<file path="src/rtl/qes_pkg.sv">
// ----------------------------------------------------------------------------
// qes_pkg
// Shared constants and types of the quadratic equation solver.
// ----------------------------------------------------------------------------
package qes_pkg;

  // Default coefficient format: signed Q16.16.
  localparam int COEF_WIDTH_DEF = 32;
  localparam int FRAC_BITS_DEF  = 16;

  // Zero tolerance register.
  localparam int                   TOL_WIDTH = 8;
  localparam logic [TOL_WIDTH-1:0] TOL_RESET = 8'd1;

  // Root count codes.
  localparam logic [1:0] CNT_NONE = 2'd0;
  localparam logic [1:0] CNT_ONE  = 2'd1;
  localparam logic [1:0] CNT_TWO  = 2'd2;
  localparam logic [1:0] CNT_ALL  = 2'd3;

  // Control flags that travel down the pipeline with each request.
  typedef struct packed {
    logic [1:0] count;     // root count code
    logic       lin;       // linear case: first quotient is -c/b
    logic       dsign;     // sign of the divisor
    logic       nneg_lin;  // sign of the linear numerator -c
  } ctl_t;

  localparam int CTL_W = $bits(ctl_t);

endpackage

</file>
<file path="src/rtl/qes_sqrt.sv">
// ----------------------------------------------------------------------------
// qes_sqrt
// Pipelined floor square root, one result bit per stage, with side data.
// ----------------------------------------------------------------------------
module qes_sqrt #(
  parameter int RW     = 2*qes_pkg::COEF_WIDTH_DEF + 2,
  parameter int SIDE_W = 1
) (
  input  logic              clk,
  input  logic              rst,
  input  logic              en,
  input  logic              in_valid,
  input  logic [RW-1:0]     rad,
  input  logic [SIDE_W-1:0] side_in,
  output logic              out_valid,
  output logic [RW/2-1:0]   root,
  output logic [SIDE_W-1:0] side_out
);

  localparam int SW  = RW / 2;
  localparam int RMW = SW + 2;

  logic [RW-1:0]     rad_q  [SW];
  logic [RMW-1:0]    rem_q  [SW];
  logic [SW-1:0]     root_q [SW];
  logic [SIDE_W-1:0] side_q [SW];
  logic              vld_q  [SW];

  for (genvar k = 0; k < SW; k++) begin : g_stage
    logic [RW-1:0]     rad_i;
    logic [RMW-1:0]    rem_i, rem_t, trial;
    logic [SW-1:0]     root_i;
    logic [SIDE_W-1:0] side_i;
    logic              vld_i, ge;

    // Stage input: the port for the first stage, the previous stage otherwise.
    if (k == 0) begin : g_first
      assign rad_i  = rad;
      assign rem_i  = '0;
      assign root_i = '0;
      assign side_i = side_in;
      assign vld_i  = in_valid;
    end else begin : g_next
      assign rad_i  = rad_q[k-1];
      assign rem_i  = rem_q[k-1];
      assign root_i = root_q[k-1];
      assign side_i = side_q[k-1];
      assign vld_i  = vld_q[k-1];
    end

    // Bring down two radicand bits and try the next root bit.
    assign rem_t = {rem_i[RMW-3:0], rad_i[RW-1:RW-2]};
    assign trial = {root_i, 2'b01};
    assign ge    = (rem_t >= trial);

    always_ff @(posedge clk) begin
      if (rst) begin
        vld_q[k] <= 1'b0;
      end else if (en) begin
        vld_q[k] <= vld_i;
      end
    end

    always_ff @(posedge clk) begin
      if (en) begin
        rad_q[k]  <= rad_i << 2;
        rem_q[k]  <= ge ? (rem_t - trial) : rem_t;
        root_q[k] <= {root_i[SW-2:0], ge};
        side_q[k] <= side_i;
      end
    end
  end

  assign out_valid = vld_q[SW-1];
  assign root      = root_q[SW-1];
  assign side_out  = side_q[SW-1];

endmodule

</file>
<file path="config.mk">
export PLATFORM = sky130hd
export DESIGN_NAME = qes_sqrt
export DESIGN_NICKNAME = d
export VERILOG_FILES = /design/src/rtl/qes_pkg.sv /design/src/rtl/qes_sqrt.sv
export SDC_FILE = /design/constraint.sdc
export NUM_CORES = 2
export LEC_CHECK = 0
export BUFFER_PORTS_ARGS = -buffer_cell sky130_fd_sc_hd__buf_2
export CORE_UTILIZATION = 30
export CTS_CLUSTER_SIZE = 20
export DETAILED_ROUTE_END_ITERATION = 16
export GPL_TIMING_DRIVEN = 0
export RECOVER_POWER = 50
export SKIP_CTS_REPAIR_TIMING = 1
export SYNTH_ARGS = -nofsm -noshare
export SYNTH_HDL_FRONTEND = slang
export SYNTH_MEMORY_MAX_BITS = 65536
export SYNTH_SLANG_ARGS = --single-unit
</file>
<file path="constraint.sdc">
create_clock -name clk -period 9.1 [get_ports clk]
set_clock_uncertainty 0.1 [all_clocks]
set_input_delay 0.455 -clock clk [delete_from_list [all_inputs] [get_ports clk]]
set_output_delay 0.455 -clock clk [all_outputs]
set_load 0.005 [all_outputs]
</file>
==> impl_metrics.env <==
export IMPL_drt_initial_drc_count=5207
export IMPL_hold_start="rad[53]"
export IMPL_yosysMostFrequentCell="edfxtp_1"
export IMPL_use_met3=0.01788
export IMPL_r2r_setup_slack_ns=3.82
export IMPL_clk_latency_ns=0.91
export IMPL_antenna_found_initial=3
export IMPL_status="finished, violations left"
export IMPL_startpoint_type="input pin"
export IMPL_synth_area_mux_share=0.01019
export IMPL_grt_use_met2=0.2038
export IMPL_slew_violations=631
export IMPL_failed_checks="max-capacitance violations, max-slew violations"
export IMPL_critPathKind="input pin to flip-flop"
export IMPL_via_per_inst=4.677
export IMPL_leakage_uw=0.05376
export IMPL_synthArstFlopShare=0
export IMPL_worstHoldPathType="input pin to flip-flop"
export IMPL_synth_edff_count=2690
export IMPL_yosys_area_share_simple=0.09753
export IMPL_cts_root_buf="clkbuf_16"
export IMPL_numCtsBuffers=319
export IMPL_end_kind="flip-flop"
export IMPL_fp_dieW_um=647.4
export IMPL_syn_to_final_growth_pct=15.03
export IMPL_power_density_mw_per_mm2=255.8
export IMPL_multi_input_area_mm2=0.04059
export IMPL_synth_compound_area_share=0.1003
export IMPL_crit_start="en"
export IMPL_period_share=0.7155
export IMPL_r2r_end="rem_q[0][994]$_DFFE_PP_"
export IMPL_syn_avg_cell_area_um2=12.99
export IMPL_finalSetupViolations=0
export IMPL_synthTopCellsByArea="edfxtp_1 (65%), ha_1 (6.0%), xor2_1 (2.9%), xnor2_1 (2.8%), a21oi_1 (2.5%)"
export IMPL_drive_above_1_share=0.07532
export IMPL_max_freq_ghz=0.1536
export IMPL_ys_flop_type="edfxtp_1"
export IMPL_portBuffers=105
export IMPL_seq_area_mm2=0.08078
export IMPL_hpwlAfterDp_um=181800
export IMPL_yosys_area_top_type="edfxtp_1"
export IMPL_num_fill_cells=40478
export IMPL_grt_max_degree=180
export IMPL_htree_levels=5
export IMPL_grt_pass1_wl_um=403300
export IMPL_holdPathEnd="rad_q[0][53]$_DFFE_PP_"
export IMPL_cts_buffer_depth=4
export IMPL_drc_errors=0
export IMPL_worst_pin_slew_ns=4.126
export IMPL_synth_yosys_seq_area_share=0.6464
export IMPL_timing_rr_start="rem_q[0][945]$_DFFE_PP_"
export IMPL_fp_dieH_um=647.4
export IMPL_wl_per_cell_um=16.19
export IMPL_coreArea_mm2=0.4140
export IMPL_vias=74239
export IMPL_whs_path_depth=2
export IMPL_required_ns=9.49
export IMPL_die_area_mm2=0.4191
export IMPL_yosys_register_bits=2690
export IMPL_start_util=0.3018
export IMPL_synthesis_area_mm2=0.1250
export IMPL_hold_viol_final=0
export IMPL_crit_fanout=170
export IMPL_gr_total_overflow=0
export IMPL_peakVddDrop_mv=0.1574
export IMPL_slew_headroom=-1.751
export IMPL_num_io_pins=106
export IMPL_routed_wl_um=257000
export IMPL_netlist_top_cells_count="edfxtp_1 (2690), inv_1 (771), a21oi_1 (620)"
export IMPL_worst_r2r_path_depth=12
export IMPL_grt_pass1_vias=72858
export IMPL_syn_inst=9621
export IMPL_cp_arrival_ns=6.90
export IMPL_clk_pin_slew_ns=0.06
export IMPL_synth_fa_ha_area_frac=0.05958
export IMPL_drtPass1Iterations=7
export IMPL_fin_util=0.3472
export IMPL_clock_sinks=2690
export IMPL_ant_nets=0
export IMPL_tns_ns=0
export IMPL_met1_usage=0.1511
export IMPL_cap_violations=4
export IMPL_rsz0062_at_grt="no"
export IMPL_cts_tree="done"
export IMPL_gp_congestion=0.8819
export IMPL_synthesis_nets=10287
export IMPL_num_nets_final=10801
export IMPL_synth_top_family_by_area="compound AO/OA/AOI/OAI gates"
export IMPL_busiest_layer="met2"
export IMPL_synth_xor_area_frac=0.05719
export IMPL_synthDistinctLibCells=92
export IMPL_synth_top_area_share=0.6464
export IMPL_min_period_ns=6.511
export IMPL_ys_warn_count=0
export IMPL_grt_usage=0.1191
export IMPL_row_count=236
how the worst max path moves through the flow:
stage / slack, ns / to / cells past startpoint
2_1_floorplan: 5.43 / rem_q[0][1001]$_DFFE_PP_ / 11
3_3_place_gp: -38.84 / vld_q[11]$_DFFE_PP_ / 2
3_5_place_dp: 3.52 / vld_q[12]$_DFFE_PP_ / 7
4_1_cts: 3.82 / rem_q[0][994]$_DFFE_PP_ / 12
5_1_grt: 2.02 / rad_q[0][1720]$_DFFE_PP_ / 7
6_report: 2.59 / rad_q[0][1721]$_DFFE_PP_ / 7
metrics by stage:
| stage | power [µW] | setup WS [ns] | std cells | cell area [µm²] | hold WS, ns |
|---|---|---|---|---|---|
| final | 36770 | 2.589 | 15872 | 143700 | 0.1325 |
| after global routing | 38780 | 2.023 | 15872 | 143700 | 0.05352 |
| after CTS | 37300 | 3.818 | 15799 | 143200 | -0.5326 |
| after detailed placement | 24390 | 3.517 | 15217 | 132800 | 0.3045 |
| after global placement | 25400 | -38.84 | 15200 | 132300 | 0.3003 |
| after floorplan | 22030 | 5.435 | 9621 | 125000 | 0.3003 |
cell usage in the layout (no fill, tap or decap), types with 63 or more instances in the layout:
cell | synthesis | final
a21oi_1 | 620 | 620
or3_1 | 104 | 104
nor4_1 | 119 | 119
mux2_2 | 106 | 106
nand2_1 | 590 | 590
a21o_1 | 252 | 252
ha_1 | 595 | 595
o21ai_0 | 524 | 524
nand2b_1 | 118 | 118
o21a_1 | 109 | 109
nand3_1 | 137 | 137
clkinv_2 | 0 | 67
and2_1 | 68 | 68
xnor2_1 | 402 | 402
o31ai_1 | 71 | 71
clkinv_1 | 1 | 74
edfxtp_1 | 2690 | 2690
nor2b_1 | 91 | 91
dlygate4sd3_1 | 0 | 71
nor3_1 | 243 | 243
nand4_1 | 104 | 104
clkbuf_1 | 162 | 230
buf_2 | 2 | 69
or2_2 | 63 | 63
nor2_1 | 578 | 578
xor2_1 | 414 | 414
clkbuf_16 | 0 | 321
inv_1 | 771 | 771
routing by layer:
metal / vias to the layer above / part of all wire
met5: - / 0
met4: 0 / 0.038
li1: 36806 / -
met1: 35591 / 0.44
met3: 493 / 0.042
met2: 1349 / 0.48
where the power goes:
| part | internal, µW | switching [µW] |
|---|---|---|
| Clock | 7400 | 5160 |
| Sequential | 15700 | 986 |
| Combinational | 3170 | 4350 |
| Total | 26300 | 10500 |
layout make-up:
cell class              instances  area share
diodes                          2  0.00003482
repair buffers                193     0.01103
flip-flops and latches       2690      0.5619
clock buffers                 355     0.05677
inverters                     774     0.02021
clock inverters               227     0.01521
multi-input cells            5975      0.2824
plain buffers                 182    0.004796
well taps                    5474     0.04765
worst max-delay path: stages:
cell and delay (ns):
dlygate4sd3_1 0.58, buf_12 0.37, buf_16 0.49, clkbuf_2 2.72, buf_16 0.53, buf_16 0.44, buf_16 0.50
logic make-up after synthesis:
| logic type | count (synthesis) |
|---|---|
| DFF | 2690 |
| and+or+nand+nor | 2437 |
| AOI/OAI and AO/OA | 2012 |
| buffers and inverters | 956 |
| xor gates and xnor gates | 816 |
| adders and majority gates | 595 |
| muxes | 114 |
| other | 1 |
registers in the layout, summed over array words and instances (netlist names):
register  count
rem_q      1007
vld_q        33
rad_q      1056
root_q      561
side_q       33
Note: power is estimated with default switching activity, not from simulation.
